File: src/rtl/gptach_pkg.sv
// Shared types, register codes and constants of the gated pulse tachometer.
package gptach_pkg;

   localparam int COUNT_WIDTH_DEF = 20;
   localparam int TICK_W          = 16;
   localparam int RPM_W           = 16;
   localparam int ENG_W           = 14;
   localparam int TRAVEL_W        = 20;
   localparam int CSR_IDX_W       = 3;
   localparam int CSR_DATA_W      = 16;
   localparam int QUEUE_DEPTH     = 2;
   localparam int NUM_CH          = 4;

   localparam logic [15:0] MS_PER_MIN = 16'd60000;
   localparam logic [RPM_W-1:0] RPM_MAX = '1;
   localparam logic [TRAVEL_W-1:0] TRAVEL_MAX = '1;

   // register indexes
   localparam logic [CSR_IDX_W-1:0] CSR_WINDOW   = 3'd0;
   localparam logic [CSR_IDX_W-1:0] CSR_N2_PPR   = 3'd1;
   localparam logic [CSR_IDX_W-1:0] CSR_N3_PPR   = 3'd2;
   localparam logic [CSR_IDX_W-1:0] CSR_DIFF     = 3'd3;
   localparam logic [CSR_IDX_W-1:0] CSR_TRIGGER  = 3'd4;
   localparam logic [CSR_IDX_W-1:0] CSR_RATIO    = 3'd5;
   localparam logic [CSR_IDX_W-1:0] CSR_MAX_RPM  = 3'd6;

   // channel codes
   localparam logic [1:0] CH_N2     = 2'd0;
   localparam logic [1:0] CH_N3     = 2'd1;
   localparam logic [1:0] CH_WHEEL  = 2'd2;
   localparam logic [1:0] CH_ENGINE = 2'd3;

   // command codes
   localparam logic CMD_PULSE = 1'b0;
   localparam logic CMD_TICK  = 1'b1;

   typedef struct packed {
      logic       cmd;
      logic [1:0] channel;
      logic       low_gear;
   } req_type;

   typedef struct packed {
      logic [RPM_W-1:0]    n2_rpm;
      logic [RPM_W-1:0]    n3_rpm;
      logic [RPM_W-1:0]    wheel_rpm;
      logic [ENG_W-1:0]    engine_rpm;
      logic [TRAVEL_W-1:0] travel_revs;
   } rsp_type;

   typedef struct packed {
      logic [15:0] window_ticks;
      logic [7:0]  n2_pulses_per_rev;
      logic [7:0]  n3_pulses_per_rev;
      logic [9:0]  diff_teeth;
      logic [9:0]  trigger_teeth;
      logic [3:0]  transfer_ratio;
      logic [13:0] max_rpm;
   } cfg_type;

   localparam cfg_type CFG_RESET = '{
      window_ticks:      16'd1000,
      n2_pulses_per_rev: 8'd60,
      n3_pulses_per_rev: 8'd60,
      diff_teeth:        10'd1,
      trigger_teeth:     10'd1,
      transfer_ratio:    4'd0,
      max_rpm:           14'd7000
   };

   typedef enum logic [2:0] {
      BK_IDLE,
      BK_LOAD,
      BK_DIV1,
      BK_MUL,
      BK_DIV2,
      BK_STORE,
      BK_OUT
   } back_state_type;

endpackage

File: src/rtl/gated_pulse_tachometer_unit.sv
// Top level of the four-channel gated pulse tachometer.
//
// Usage:
//   Input words (req_data) carry either a pulse edge on one channel or a
//   millisecond tick. A word is taken when req_push is high and req_full low.
//   Pulse words and ticks are counted at one word per cycle while req_full
//   is low. The tick that closes a gate window hands a snapshot of the
//   counters to a job queue of two entries; req_full is high only while
//   that queue is full. Each window job is worked off by one shared
//   bit-serial divider, one quotient bit per cycle: per channel a
//   pulses-per-rev division and a window division of COUNT_WIDTH+16 steps
//   each. A new window can close while the last one is still being worked
//   off; it waits in the queue until the divider takes it up.
//   The result waits in an output register: it is on rsp_data while
//   rsp_empty is low and leaves on a cycle with rsp_pop high. While the
//   receiver stalls, counting goes on and up to two closed windows queue up.
//   Registers are written through csr_valid/csr_index/csr_wdata; csr_ready
//   is always high. Synchronous reset clears counters, queue and result, and
//   loads the register defaults.
module gated_pulse_tachometer_unit
   import gptach_pkg::*;
#(
   parameter int COUNT_WIDTH = COUNT_WIDTH_DEF
) (
   input  logic                  clock,
   input  logic                  reset,
   input  logic                  req_push,
   input  req_type               req_data,
   output logic                  req_full,
   output logic                  rsp_empty,
   input  logic                  rsp_pop,
   output rsp_type               rsp_data,
   input  logic                  csr_valid,
   output logic                  csr_ready,
   input  logic [CSR_IDX_W-1:0]  csr_index,
   input  logic [CSR_DATA_W-1:0] csr_wdata
);

   localparam int JOB_W = NUM_CH * COUNT_WIDTH + TICK_W + 1;

   cfg_type cfg_ff, cfg_in;

   logic                               job_push, job_full, job_empty, job_pop;
   logic [NUM_CH-1:0][COUNT_WIDTH-1:0] fr_counts, bk_counts;
   logic [TICK_W-1:0]                  fr_elapsed, bk_elapsed;
   logic                               fr_low_gear, bk_low_gear;
   logic [JOB_W-1:0]                   job_wr, job_rd;

   assign csr_ready = 1'b1;

   always_comb begin
      cfg_in = cfg_ff;
      if (csr_valid) begin
         unique case (csr_index)
            CSR_WINDOW:  cfg_in.window_ticks      = csr_wdata[15:0];
            CSR_N2_PPR:  cfg_in.n2_pulses_per_rev = csr_wdata[7:0];
            CSR_N3_PPR:  cfg_in.n3_pulses_per_rev = csr_wdata[7:0];
            CSR_DIFF:    cfg_in.diff_teeth        = csr_wdata[9:0];
            CSR_TRIGGER: cfg_in.trigger_teeth     = csr_wdata[9:0];
            CSR_RATIO:   cfg_in.transfer_ratio    = csr_wdata[3:0];
            CSR_MAX_RPM: cfg_in.max_rpm           = csr_wdata[13:0];
            default:     cfg_in = cfg_ff;
         endcase
      end
   end

   always_ff @(posedge clock) begin
      if (reset) begin
         cfg_ff <= CFG_RESET;
      end else begin
         cfg_ff <= cfg_in;
      end
   end

   gptach_front #(
      .COUNT_WIDTH (COUNT_WIDTH)
   ) u_front (
      .clock        (clock),
      .reset        (reset),
      .req_push     (req_push),
      .req_data     (req_data),
      .req_full     (req_full),
      .window_ticks (cfg_ff.window_ticks),
      .job_push     (job_push),
      .job_counts   (fr_counts),
      .job_elapsed  (fr_elapsed),
      .job_low_gear (fr_low_gear),
      .job_full     (job_full)
   );

   assign job_wr = {fr_counts, fr_elapsed, fr_low_gear};

   gptach_queue #(
      .WIDTH (JOB_W),
      .DEPTH (QUEUE_DEPTH)
   ) u_queue (
      .clock   (clock),
      .reset   (reset),
      .wr_en   (job_push),
      .wr_data (job_wr),
      .full    (job_full),
      .rd_en   (job_pop),
      .rd_data (job_rd),
      .empty   (job_empty)
   );

   assign bk_counts   = job_rd[JOB_W-1 -: NUM_CH*COUNT_WIDTH];
   assign bk_elapsed  = job_rd[TICK_W:1];
   assign bk_low_gear = job_rd[0];

   gptach_back #(
      .COUNT_WIDTH (COUNT_WIDTH)
   ) u_back (
      .clock        (clock),
      .reset        (reset),
      .cfg          (cfg_ff),
      .job_empty    (job_empty),
      .job_counts   (bk_counts),
      .job_elapsed  (bk_elapsed),
      .job_low_gear (bk_low_gear),
      .job_pop      (job_pop),
      .rsp_empty    (rsp_empty),
      .rsp_pop      (rsp_pop),
      .rsp_data     (rsp_data)
   );

endmodule

File: src/rtl/gptach_queue.sv
// Short first-in first-out queue of window jobs between counter front and compute back.
module gptach_queue #(
   parameter int WIDTH = 8,
   parameter int DEPTH = 2
) (
   input  logic             clock,
   input  logic             reset,
   input  logic             wr_en,
   input  logic [WIDTH-1:0] wr_data,
   output logic             full,
   input  logic             rd_en,
   output logic [WIDTH-1:0] rd_data,
   output logic             empty
);

   localparam int PW   = (DEPTH > 1) ? $clog2(DEPTH) : 1;
   localparam int CNTW = $clog2(DEPTH + 1);

   logic [WIDTH-1:0] mem_ff [DEPTH];
   logic [PW-1:0]    wr_ptr_ff, wr_ptr_in;
   logic [PW-1:0]    rd_ptr_ff, rd_ptr_in;
   logic [CNTW-1:0]  count_ff, count_in;
   logic             do_wr, do_rd;

   assign full    = (count_ff == CNTW'(DEPTH));
   assign empty   = (count_ff == '0);
   assign do_wr   = wr_en && !full;
   assign do_rd   = rd_en && !empty;
   assign rd_data = mem_ff[rd_ptr_ff];

   always_comb begin
      wr_ptr_in = wr_ptr_ff;
      rd_ptr_in = rd_ptr_ff;
      count_in  = count_ff;
      if (do_wr) begin
         wr_ptr_in = (wr_ptr_ff == PW'(DEPTH - 1)) ? '0 : wr_ptr_ff + 1'b1;
      end
      if (do_rd) begin
         rd_ptr_in = (rd_ptr_ff == PW'(DEPTH - 1)) ? '0 : rd_ptr_ff + 1'b1;
      end
      if (do_wr && !do_rd) begin
         count_in = count_ff + 1'b1;
      end else if (do_rd && !do_wr) begin
         count_in = count_ff - 1'b1;
      end
   end

   always_ff @(posedge clock) begin
      if (reset) begin
         wr_ptr_ff <= '0;
         rd_ptr_ff <= '0;
         count_ff  <= '0;
      end else begin
         wr_ptr_ff <= wr_ptr_in;
         rd_ptr_ff <= rd_ptr_in;
         count_ff  <= count_in;
      end
   end

   always_ff @(posedge clock) begin
      if (do_wr) begin
         mem_ff[wr_ptr_ff] <= wr_data;
      end
   end

`ifndef SYNTH
   a_count_bound: assert property (@(posedge clock) disable iff (reset)
      count_ff <= CNTW'(DEPTH))
      else $error("queue occupancy beyond depth");
`endif

endmodule

File: src/rtl/gptach_front.sv
// Front end: takes pulse and tick words, keeps saturating counters, closes gate windows.
module gptach_front
   import gptach_pkg::*;
#(
   parameter int COUNT_WIDTH = COUNT_WIDTH_DEF
) (
   input  logic                                clock,
   input  logic                                reset,
   input  logic                                req_push,
   input  req_type                             req_data,
   output logic                                req_full,
   input  logic [15:0]                         window_ticks,
   output logic                                job_push,
   output logic [NUM_CH-1:0][COUNT_WIDTH-1:0]  job_counts,
   output logic [TICK_W-1:0]                   job_elapsed,
   output logic                                job_low_gear,
   input  logic                                job_full
);

   logic [NUM_CH-1:0][COUNT_WIDTH-1:0] count_ff, count_in;
   logic [TICK_W-1:0]                  tick_ff, tick_in;
   logic [TICK_W-1:0]                  tick_next;
   logic                               accept;
   logic                               close;

   assign req_full  = job_full;
   assign accept    = req_push && !job_full;
   // a tick that reaches the window closes it, so tick_ff never reaches all ones and the increment never wraps
   assign tick_next = tick_ff + 1'b1;
   assign close     = accept && (req_data.cmd == CMD_TICK) && (tick_next >= window_ticks);

   assign job_push     = close;
   assign job_counts   = count_ff;
   assign job_elapsed  = tick_next;
   assign job_low_gear = req_data.low_gear;

   always_comb begin
      count_in = count_ff;
      tick_in  = tick_ff;
      if (accept) begin
         if (req_data.cmd == CMD_PULSE) begin
            // hold at all ones
            if (count_ff[req_data.channel] != '1) begin
               count_in[req_data.channel] = count_ff[req_data.channel] + 1'b1;
            end
         end else if (close) begin
            count_in = '0;
            tick_in  = '0;
         end else begin
            tick_in = tick_next;
         end
      end
   end

   always_ff @(posedge clock) begin
      if (reset) begin
         count_ff <= '0;
         tick_ff  <= '0;
      end else begin
         count_ff <= count_in;
         tick_ff  <= tick_in;
      end
   end

`ifndef SYNTH
   a_tick_no_wrap: assert property (@(posedge clock) disable iff (reset)
      tick_ff != '1)
      else $error("tick count reached all ones");
`endif

endmodule

File: src/rtl/gptach_back.sv
// Back end: shared bit-serial divider and scaling that turn window counts into speeds.
module gptach_back
   import gptach_pkg::*;
#(
   parameter int COUNT_WIDTH = COUNT_WIDTH_DEF
) (
   input  logic                                clock,
   input  logic                                reset,
   input  cfg_type                             cfg,
   input  logic                                job_empty,
   input  logic [NUM_CH-1:0][COUNT_WIDTH-1:0]  job_counts,
   input  logic [TICK_W-1:0]                   job_elapsed,
   input  logic                                job_low_gear,
   output logic                                job_pop,
   output logic                                rsp_empty,
   input  logic                                rsp_pop,
   output rsp_type                             rsp_data
);

   localparam int DW     = COUNT_WIDTH + 16;
   localparam int STEP_W = $clog2(DW);

   back_state_type state_ff, state_in;

   logic [1:0]          ch_ff, ch_in;
   logic [STEP_W-1:0]   step_ff, step_in;
   logic [15:0]         rem_ff, rem_in;
   logic [DW-1:0]       quot_ff, quot_in;
   logic [15:0]         divisor_ff, divisor_in;
   logic [RPM_W-1:0]    n2_ff, n2_in, n3_ff, n3_in, wheel_ff, wheel_in;
   logic [ENG_W-1:0]    eng_ff, eng_in;
   logic [TRAVEL_W-1:0] travel_ff, travel_in;
   rsp_type             rsp_ff, rsp_in;
   logic                rsp_valid_ff, rsp_valid_in;

   logic do_start, do_load, do_step, do_mul, do_store, do_out;
   logic out_free;

   logic [16:0]   shifted;
   logic          fits;
   logic [16:0]   diff;
   logic [15:0]   rem_next;
   logic [15:0]   ppr_raw;
   logic [15:0]   ppr_sel;
   logic [DW-1:0] product;
   logic [DW+3:0] scaled;
   logic [RPM_W-1:0] rpm_sat;

   assign out_free = !rsp_valid_ff || rsp_pop;

   // next state
   always_comb begin
      state_in = state_ff;
      unique case (state_ff)
         BK_IDLE:  if (!job_empty) state_in = BK_LOAD;
         BK_LOAD:  state_in = BK_DIV1;
         BK_DIV1:  if (step_ff == '0) state_in = BK_MUL;
         BK_MUL:   state_in = BK_DIV2;
         BK_DIV2:  if (step_ff == '0) state_in = BK_STORE;
         BK_STORE: state_in = (ch_ff == CH_ENGINE) ? BK_OUT : BK_LOAD;
         BK_OUT:   if (out_free) state_in = BK_IDLE;
         default:  state_in = BK_IDLE;
      endcase
   end

   // control outputs
   always_comb begin
      do_start = 1'b0;
      do_load  = 1'b0;
      do_step  = 1'b0;
      do_mul   = 1'b0;
      do_store = 1'b0;
      do_out   = 1'b0;
      job_pop  = 1'b0;
      unique case (state_ff)
         BK_IDLE:  do_start = !job_empty;
         BK_LOAD:  do_load = 1'b1;
         BK_DIV1:  do_step = 1'b1;
         BK_MUL:   do_mul = 1'b1;
         BK_DIV2:  do_step = 1'b1;
         BK_STORE: begin
            do_store = 1'b1;
            job_pop  = (ch_ff == CH_ENGINE);
         end
         BK_OUT:   do_out = out_free;
         default:  do_start = 1'b0;
      endcase
   end

   // one restoring step: remainder stays below the divisor
   assign shifted  = {rem_ff, quot_ff[DW-1]};
   assign fits     = shifted >= {1'b0, divisor_ff};
   assign diff     = shifted - {1'b0, divisor_ff};
   assign rem_next = fits ? diff[15:0] : shifted[15:0];

   always_comb begin
      case (ch_ff)
         CH_N2:    ppr_raw = 16'(cfg.n2_pulses_per_rev);
         CH_N3:    ppr_raw = 16'(cfg.n3_pulses_per_rev);
         CH_WHEEL: ppr_raw = 16'(cfg.diff_teeth);
         default:  ppr_raw = 16'(cfg.trigger_teeth);
      endcase
      // zero pulses per rev divides by one
      ppr_sel = (ppr_raw == '0) ? 16'd1 : ppr_raw;
   end

   assign product = DW'(quot_ff[COUNT_WIDTH-1:0]) * DW'(MS_PER_MIN);

   always_comb begin
      if (job_low_gear && (cfg.transfer_ratio != '0)) begin
         scaled = (DW+4)'(quot_ff) * (DW+4)'(cfg.transfer_ratio);
      end else begin
         scaled = (DW+4)'(quot_ff);
      end
      rpm_sat = (scaled > (DW+4)'(RPM_MAX)) ? RPM_MAX : scaled[RPM_W-1:0];
   end

   always_comb begin
      ch_in        = ch_ff;
      step_in      = step_ff;
      rem_in       = rem_ff;
      quot_in      = quot_ff;
      divisor_in   = divisor_ff;
      n2_in        = n2_ff;
      n3_in        = n3_ff;
      wheel_in     = wheel_ff;
      eng_in       = eng_ff;
      travel_in    = travel_ff;
      rsp_in       = rsp_ff;
      rsp_valid_in = rsp_valid_ff;

      if (do_start) begin
         ch_in = CH_N2;
      end
      if (do_load) begin
         quot_in    = DW'(job_counts[ch_ff]);
         rem_in     = '0;
         divisor_in = ppr_sel;
         step_in    = STEP_W'(DW - 1);
      end
      if (do_step) begin
         rem_in  = rem_next;
         quot_in = {quot_ff[DW-2:0], fits};
         step_in = step_ff - 1'b1;
      end
      if (do_mul) begin
         quot_in    = product;
         rem_in     = '0;
         divisor_in = job_elapsed;
         step_in    = STEP_W'(DW - 1);
         if (ch_ff == CH_WHEEL) begin
            travel_in = (quot_ff > DW'(TRAVEL_MAX)) ? TRAVEL_MAX : quot_ff[TRAVEL_W-1:0];
         end
      end
      if (do_store) begin
         case (ch_ff)
            CH_N2:    n2_in = (quot_ff > DW'(RPM_MAX)) ? RPM_MAX : quot_ff[RPM_W-1:0];
            CH_N3:    n3_in = (quot_ff > DW'(RPM_MAX)) ? RPM_MAX : quot_ff[RPM_W-1:0];
            CH_WHEEL: wheel_in = rpm_sat;
            default:  eng_in = (quot_ff > DW'(cfg.max_rpm)) ? cfg.max_rpm
                                                            : quot_ff[ENG_W-1:0];
         endcase
         if (ch_ff != CH_ENGINE) begin
            ch_in = ch_ff + 1'b1;
         end
      end

      if (do_out) begin
         rsp_in.n2_rpm      = n2_ff;
         rsp_in.n3_rpm      = n3_ff;
         rsp_in.wheel_rpm   = wheel_ff;
         rsp_in.engine_rpm  = eng_ff;
         rsp_in.travel_revs = travel_ff;
         rsp_valid_in       = 1'b1;
      end else if (rsp_pop && rsp_valid_ff) begin
         rsp_valid_in = 1'b0;
      end
   end

   always_ff @(posedge clock) begin
      if (reset) begin
         state_ff     <= BK_IDLE;
         rsp_valid_ff <= 1'b0;
      end else begin
         state_ff     <= state_in;
         rsp_valid_ff <= rsp_valid_in;
      end
   end

   always_ff @(posedge clock) begin
      ch_ff      <= ch_in;
      step_ff    <= step_in;
      rem_ff     <= rem_in;
      quot_ff    <= quot_in;
      divisor_ff <= divisor_in;
      n2_ff      <= n2_in;
      n3_ff      <= n3_in;
      wheel_ff   <= wheel_in;
      eng_ff     <= eng_in;
      travel_ff  <= travel_in;
      rsp_ff     <= rsp_in;
   end

   assign rsp_empty = !rsp_valid_ff;
   assign rsp_data  = rsp_ff;

`ifndef SYNTH
   a_div_exit: assert property (@(posedge clock) disable iff (reset)
      ((state_ff == BK_DIV1 || state_ff == BK_DIV2) && step_ff == '0)
      |=> (state_ff == BK_MUL || state_ff == BK_STORE))
      else $error("divider did not finish on its last step");
   a_out_last_ch: assert property (@(posedge clock) disable iff (reset)
      (state_ff == BK_OUT) |-> (ch_ff == CH_ENGINE))
      else $error("result offered before all channels were computed");
   a_pop_has_job: assert property (@(posedge clock) disable iff (reset)
      job_pop |-> !job_empty)
      else $error("job released from an empty queue");
`endif

endmodule

File: config.mk
export PLATFORM = sky130hd
export DESIGN_NAME = gated_pulse_tachometer_unit
export DESIGN_NICKNAME = d
export VERILOG_FILES = /design/src/rtl/gptach_pkg.sv /design/src/rtl/gated_pulse_tachometer_unit.sv /design/src/rtl/gptach_queue.sv /design/src/rtl/gptach_front.sv /design/src/rtl/gptach_back.sv
export SDC_FILE = /design/constraint.sdc
export NUM_CORES = 1
export LEC_CHECK = 0
export BUFFER_PORTS_ARGS = -buffer_cell sky130_fd_sc_hd__buf_2
export CAP_MARGIN = 0
export CORE_ASPECT_RATIO = 2
export CORE_MARGIN = 1.5
export CORE_UTILIZATION = 30
export DETAILED_ROUTE_END_ITERATION = 16
export PLACE_DENSITY = 0.53
export SYNTH_ARGS = -nofsm -noshare
export SYNTH_HDL_FRONTEND = slang
export SYNTH_HIERARCHICAL = 1
export SYNTH_SLANG_ARGS = --single-unit
File: constraint.sdc
create_clock -name clock -period 8.8 [get_ports clock]
set_input_delay 1.76 -clock clock [delete_from_list [all_inputs] [get_ports clock]]
set_output_delay 1.76 -clock clock [all_outputs]
set_load 0.02 [all_outputs]
==> metrics.md, run 1 <==
| Metric | Value |
|---|---|
| Final RePlAce weighted congestion | 0.926 |
| Pins over their slew limit | 0 |
| Vias in the first global route | 25,694 |
| Top cell type's share of synthesized area | 0.340 |
| Worst Hold Depth | 0 |
| Cell variety after synth | 105 |
| Slowest Stage Delay on Critical Path | 650 ps |
| CP bufs+invs | 4 |
| Most common flop cell mapped by yosys | edfxtp_1 |
| Most frequent cells in the layout | edfxtp_1, inv_1, nand2_1 |
| GR Util All Layers | 0.163 |
| Sequential area share after synthesis | 0.454 |
| Async SR Flop Fraction | 0 |
| Outcome | finished, final reports clean |
| Core ar. | 0.119 mm^2 |
| CTS Buffer Depth | 3 |
| Total I/O pin count | 113 |
| Switching share of power | 0.469 |
| Syn_nets | 3,498 |
| RSZ-0062 raised after global routing | no |
| CTS tree | done |
| Worst Path Required | 9160 ps |
| Most common cell after layout, fill and taps aside | edfxtp_1 |
| Critical Path Sink Type | register |
| Nets | 3,560 |
| CTS H-tree depth | 2 |
| Mapped cell area | 0.0358 mm^2 |
| Dpl hpwl | 74,400 um |
| Post-Syn Instances | 3,132 |
| Vias | 24,112 |
| Post-layout min period | 6680 ps |
| Sink Count | 609 |
| PortBufs | 111 |
| P_sw | 0.00778 W |
| Util after Layout | 0.336 |
| Max-Cap Viols | 0 |
| Hold WC Path Type | reg -> reg |
| Worst R2R Path Depth | 20 |
| Cts repair resizes | 0 |
| Number of diodes | 0 |
| Lkg Pwr | 15.2 nW |
| Initial Util | 0.301 |
| WL/cell | 20.7 um |
| Filler cell count | 11,951 |
| Drt total wl | 98,800 um |
| Synth area leader | edfxtp_1 |
| EDFF count, synth | 405 |
| Die width | 247 um |
| TritonRoute pass-1 iters | 5 |
| First-pass GRT wire length | 151,000 um |
| Setup Viol. Count Final | 0 |
| CP Cell Sequence | inv_1 -> fa_1 -> inv_1 -> fa_1 -> fa_1 -> inv_1 -> fa_1 -> fa_1 -> inv_1 -> ha_1 -> a21oi_1 -> o21ai_0 -> a221oi_1 -> nor2b_1 -> nor3_1 -> o21ai_0 -> a311o_1 -> a21oi_1 -> xnor2_1 -> o21ai_0 |
| # rows | 179 |
| Clock Skew | 26.1 ps |
| Yosys warns | 6 |
| Share of cells above drive strength 1 | 0.140 |
| Final setup TNS | 0 ps |
| Top cell by count, worst path | fa_1 |
| Post-Syn Area per Cell | 11.4 um^2 |
| Final Cycle Share | 0.759 |
| Cell family with most CP delay | adder cells |
| Clock network fraction of total power | 0.159 |
| Worst Setup Start Kind | register |
| Worst-path clk slew | 70 ps |
| Slew margin rel. | 0.221 |
| Fmax | 150 MHz |
| Root buffer cell | clkbuf_16 |
| Drt first-iter violations | 1,037 |
| Fin. Hold Viols | 0 |
| Sequential share of power | 0.207 |
| Worst skew pair latency | 640 ps |
| Max IR drop VDD | 684 uV |
| Synthesis-to-finish area growth | 11.5% |
| Die height | 491 um |
| CP max FO | 14 |
| Largest net degree at the start of global routing | 99 |
| Hold buffer count at CTS | 0 |
| ANT nets after route | 0 |
| Die footprint | 0.121 mm^2 |
| Setup Buffers After CTS | 0 |
| Via-to-Cell Ratio | 5.05 |
| Internal | 0.00882 W |
| WP depth | 20 |
| CTS Buf Count | 54 |
| Remaining routing DRC violations | 0 |
| GRT Residual Overflow | 0 |
| Arrival @ worst endpoint | 7040 ps |
| Least-Margin Pin Slew | 1170 ps |
| Pwr Density | 416 mW/mm^2 |
| Slowest CP cell | dfxtp_1 |
| #FFs+latches synth | 609 |
| Largest cells by area after synthesis | edfxtp_1, dfxtp_1, fa_1, ha_1, inv_1 |
| Crit Path Category | reg -> reg |
| Combinational power share | 0.634 |
| Initial antenna violation count | 2 |
==> routing by layer <==
metal / wire length (um) / GRT usage / share of wire
met1: 32900 / 0.154 / 0.33
met2: 58100 / 0.337 / 0.59
met3: 2540 / 0.0155 / 0.026
met4: 5230 / 0.0797 / 0.053
met5: 27 / 0 / 0.00027
==> registers in the layout (all words and copies together), names as in the netlist, 20 cells and up, named ones only <==
register and cells:
cfg_ff 70, u_back/quot_ff 36, u_back/rsp_data 82, u_back/travel_ff 20
u_front/job_counts 80, u_queue/mem_ff 194
==> worst reg2reg max path, stage by stage (launching register included) <==
cell,delay [ps]
dfxtp_1,650
inv_1,320
fa_1,590
inv_1,50
fa_1,490
fa_1,520
inv_1,50
fa_1,490
fa_1,520
inv_1,40
ha_1,360
a21oi_1,180
o21ai_0,160
a221oi_1,380
nor2b_1,120
nor3_1,450
o21ai_0,290
a311o_1,330
a21oi_1,190
xnor2_1,130
o21ai_0,70
==> final timing paths <==
kind,start,slack (ps),endpoint
hold reg to reg,u_back/eng_ff[3],420,u_back/rsp_data[23]
hold / removal,u_back/eng_ff[3],420,u_back/rsp_data[23]
setup reg to reg,u_back/quot_ff[3],2120,u_back/quot_ff[35]
setup / recovery,u_back/quot_ff[3],2120,u_back/quot_ff[35]
==> cell type report <==
class	count	area, um^2	area share
Timing Repair Buffer	154	881	0.0221
Multi-Input combinational cell	2030	17600	0.441
Clock inverter	39	533	0.0134
Sequential cell	609	16300	0.407
Tap cell	1538	1920	0.0482
Clock buffer	62	1430	0.0359
Inverter	345	1300	0.0325
==> power by group through the flow <==
stage          sequential, W  clock (W)  combinational [W]
4_1_cts              0.00344    0.00270             0.0107
3_3_place_gp         0.00350          0             0.0106
3_5_place_dp         0.00351          0             0.0106
2_1_floorplan        0.00339          0            0.00751
6_report             0.00344    0.00263             0.0105
5_1_grt              0.00346    0.00279             0.0119
==> Yosys cell counts (10+ instances only) <==
| cell type | count |
|---|---|
| edfxtp_1 | 405 |
| inv_1 | 342 |
| nand2_1 | 218 |
| dfxtp_1 | 204 |
| ha_1 | 188 |
| fa_1 | 150 |
| nor2_1 | 142 |
| and2_1 | 128 |
| a21oi_1 | 116 |
| clkbuf_1 | 92 |
| nand2b_1 | 91 |
| mux2i_1 | 88 |
| o21ai_0 | 85 |
| mux2_2 | 74 |
| nor3_1 | 51 |
| a32o_1 | 50 |
| xnor2_1 | 50 |
| nand3_1 | 41 |
| mux4_2 | 40 |
| xor2_1 | 35 |
| o2111ai_1 | 33 |
| o32ai_1 | 32 |
| a21o_1 | 30 |
| buf_2 | 30 |
| mux2_4 | 30 |
| a31oi_1 | 22 |
| nand4_1 | 22 |
| nor4_1 | 22 |
| o211ai_1 | 17 |
| o21a_1 | 17 |
| a211oi_1 | 15 |
| nor2b_1 | 15 |
| or3_1 | 15 |
| o22ai_1 | 14 |
| buf_6 | 13 |
| a22oi_1 | 12 |
| and3_1 | 11 |
| o21bai_1 | 11 |
| o31ai_1 | 10 |
==> cells by family after synthesis <==
family / share of synthesized area
muxes: 0.0857
xor gates and xnor gates: 0.0208
other: 0.000105
and+or+nand+nor: 0.118
DFF: 0.454
buffers and inverters: 0.0565
AOI/OAI and AO/OA: 0.115
adders and majority gates: 0.150
==> through the flow <==
stage	instance area [um^2]	worst slack, ps	total power (W)	instances	hold slack [ps]
global route	39900	1640	0.0181	4777	423
finish	39900	2120	0.0166	4777	419
CTS	39900	2100	0.0168	4777	420
detailed placement	37900	2150	0.0141	4676	405
floorplan	35800	677	0.0109	3132	400
global placement	37900	2200	0.0141	4676	402
Power figures use the tool's default switching activity.
==> run 2: changes to the inputs <==
--- a/config.mk
+++ b/config.mk
@@ -11,7 +11,7 @@
 export CORE_MARGIN = 1.5
 export CORE_UTILIZATION = 30
 export DETAILED_ROUTE_END_ITERATION = 16
-export PLACE_DENSITY = 0.53
+export PLACE_DENSITY = 0.55
 export SYNTH_ARGS = -nofsm -noshare
 export SYNTH_HDL_FRONTEND = slang
 export SYNTH_HIERARCHICAL = 1
==> constraint.sdc (replaced) <==
create_clock -name clock -period 5.9 [get_ports clock]
set_input_delay 1.18 -clock clock [delete_from_list [all_inputs] [get_ports clock]]
set_output_delay 1.18 -clock clock [all_outputs]
set_load 0.02 [all_outputs]
==> metrics.md, run 2 (same netlist as run 1, synthesis figures left out) <==
| Metric | Value |
|---|---|
| Sink Count | 609 |
| Top cell by count, worst path | fa_1 |
| Setup Viol. Count Final | 0 |
| Most frequent cells in the layout | edfxtp_1, inv_1, nand2_1 |
| Arrival @ worst endpoint | 6110 ps |
| Remaining routing DRC violations | 0 |
| Slowest CP cell | fa_1 |
| Final worst slack | 161 ps |
| ANT nets after route | 0 |
| GRT Residual Overflow | 0 |
| Most common cell after layout, fill and taps aside | edfxtp_1 |
| PortBufs | 111 |
| Drt total wl | 96,700 um |
| Post-layout min period | 5740 ps |
| Vias in the first global route | 25,546 |
| Worst-path clk slew | 70 ps |
| Filler cell count | 11,829 |
| Vias | 24,352 |
| Initial Util | 0.301 |
| Synthesis-to-finish area growth | 13.8% |
| Pre-CTS setup slack | -174 ps |
| Critical path launch point | u_back/quot_ff[10] |
| GR Util All Layers | 0.159 |
| Die height | 491 um |
| Largest register FFs | 194 |
| CTS tree | done |
| Reg2Reg Setup Slack | 160 ps |
| Total I/O pin count | 113 |
| Least-Margin Pin Slew | 1070 ps |
| Outcome | finished, final reports clean |
| Pins over their slew limit | 0 |
| Final RePlAce weighted congestion | 0.918 |
| Final Cycle Share | 0.973 |
| First-pass GRT wire length | 148,000 um |
| Worst skew pair latency | 640 ps |
| Hold buffer count at CTS | 0 |
| Worst Setup Start Kind | register |
| Core ar. | 0.119 mm^2 |
| Via-to-Cell Ratio | 5.01 |
| Nets | 3,646 |
| Dpl hpwl | 73,600 um |
| Hold WC Path Type | reg -> reg |
| Max-Cap Viols | 0 |
| Critical Path Sink Type | register |
| Worst R2R End | u_back/quot_ff[34] |
| Biggest register | u_queue/mem_ff |
| Worst Hold Depth | 0 |
| Worst Path Required | 6270 ps |
| CTS H-tree depth | 2 |
| Share of cells above drive strength 1 | 0.171 |
| Slew margin rel. | 0.288 |
| CTS Buf Count | 53 |
| Multi-input gate area | 0.0177 mm^2 |
| Drt first-iter violations | 1,198 |
| Initial antenna violation count | 3 |
| TritonRoute pass-1 iters | 5 |
| Hold Startpoint | u_back/eng_ff[11] |
| # rows | 179 |
| WL/cell | 19.9 um |
| Clock Skew | 26.4 ps |
| Die width | 247 um |
| Worst R2R Path Depth | 20 |
| Largest net degree at the start of global routing | 100 |
| Die footprint | 0.121 mm^2 |
| Slowest Stage Delay on Critical Path | 570 ps |
| CP Cell Sequence | fa_1 -> inv_1 -> fa_1 -> inv_1 -> fa_1 -> inv_1 -> fa_1 -> fa_1 -> inv_2 -> ha_4 -> or3_4 -> a31oi_4 -> a21oi_2 -> nor3_2 -> a211oi_2 -> a41o_1 -> o41a_1 -> a311oi_2 -> xor2_1 -> o21ai_1 |
| Fin. Hold Viols | 0 |
| Crit Path Category | reg -> reg |
| CTS Buffer Depth | 3 |
| Root buffer cell | clkbuf_16 |
| Worst Hold Path EP | u_back/rsp_data[31] |
| Reg2reg start | u_back/quot_ff[10] |
| CP max FO | 4 |
| Reg area | 0.0163 mm^2 |
| Final setup TNS | 0 ps |
| Fmax | 174 MHz |
## run 2: final cells by class
class,count,area share
multi-input combinational,2030,0.436
clock inverter,29,0.00854
clock buffer,69,0.0365
tap,1538,0.0473
timing repair buffer,241,0.0406
antenna,1,0.0000615
inverter,345,0.0318
sequential,609,0.399
## run 2: how the worst max path moves through the flow
stage                     depth (start not counted)                  to  slack (ps)
final                                            20  u_back/quot_ff[34]         160
after global routing                             20  u_back/quot_ff[34]         -50
after CTS                                        21  u_back/quot_ff[35]          30
after detailed placement                         21  u_back/quot_ff[35]        -170
after global placement                           21  u_back/quot_ff[35]        -170
after floorplan                                  20  u_back/quot_ff[34]         130
## run 2: repair_timing
item | 4_1_cts | 5_1_grt
setup endpoints to repair | 3 | 6
pin swaps | 3 | 29
setup buffers | 0 | 6
gates resized for setup | 7 | 39
## run 2: critical path, delay by kind of cell, from the launching register on
kind / cells / cell delay [ps]
AO/OA/AOI/OAI: 7 / 1390
AND/OR/NAND/NOR: 2 / 520
adder cells (fa/ha/maj): 6 / 2690
XOR/XNOR: 1 / 170
flip-flops: 1 / 470
buffers and inverters: 4 / 220
## run 2: through the flow
stage	cells	hold WS, ps	area, um^2	utilization
final	4862	418	40700	0.343
after global routing	4862	424	40700	0.343
after CTS	4855	418	40500	0.341
after detailed placement	4757	405	38600	0.325
after global placement	4757	403	38600	0.325
after floorplan	3132	400	35800	-
## run 2: metal layers
metal	GRT usage	up-vias	routed length, um
met4	0.0866	4	5520
met2	0.326	540	56000
met3	0.0165	252	2750
met1	0.147	12020	32500
met5	0	-	22
li1	-	11536	-
Power of run 2 is not shown: default switching activity piles up to over one toggle a cycle in this logic, so the estimate is an artifact.
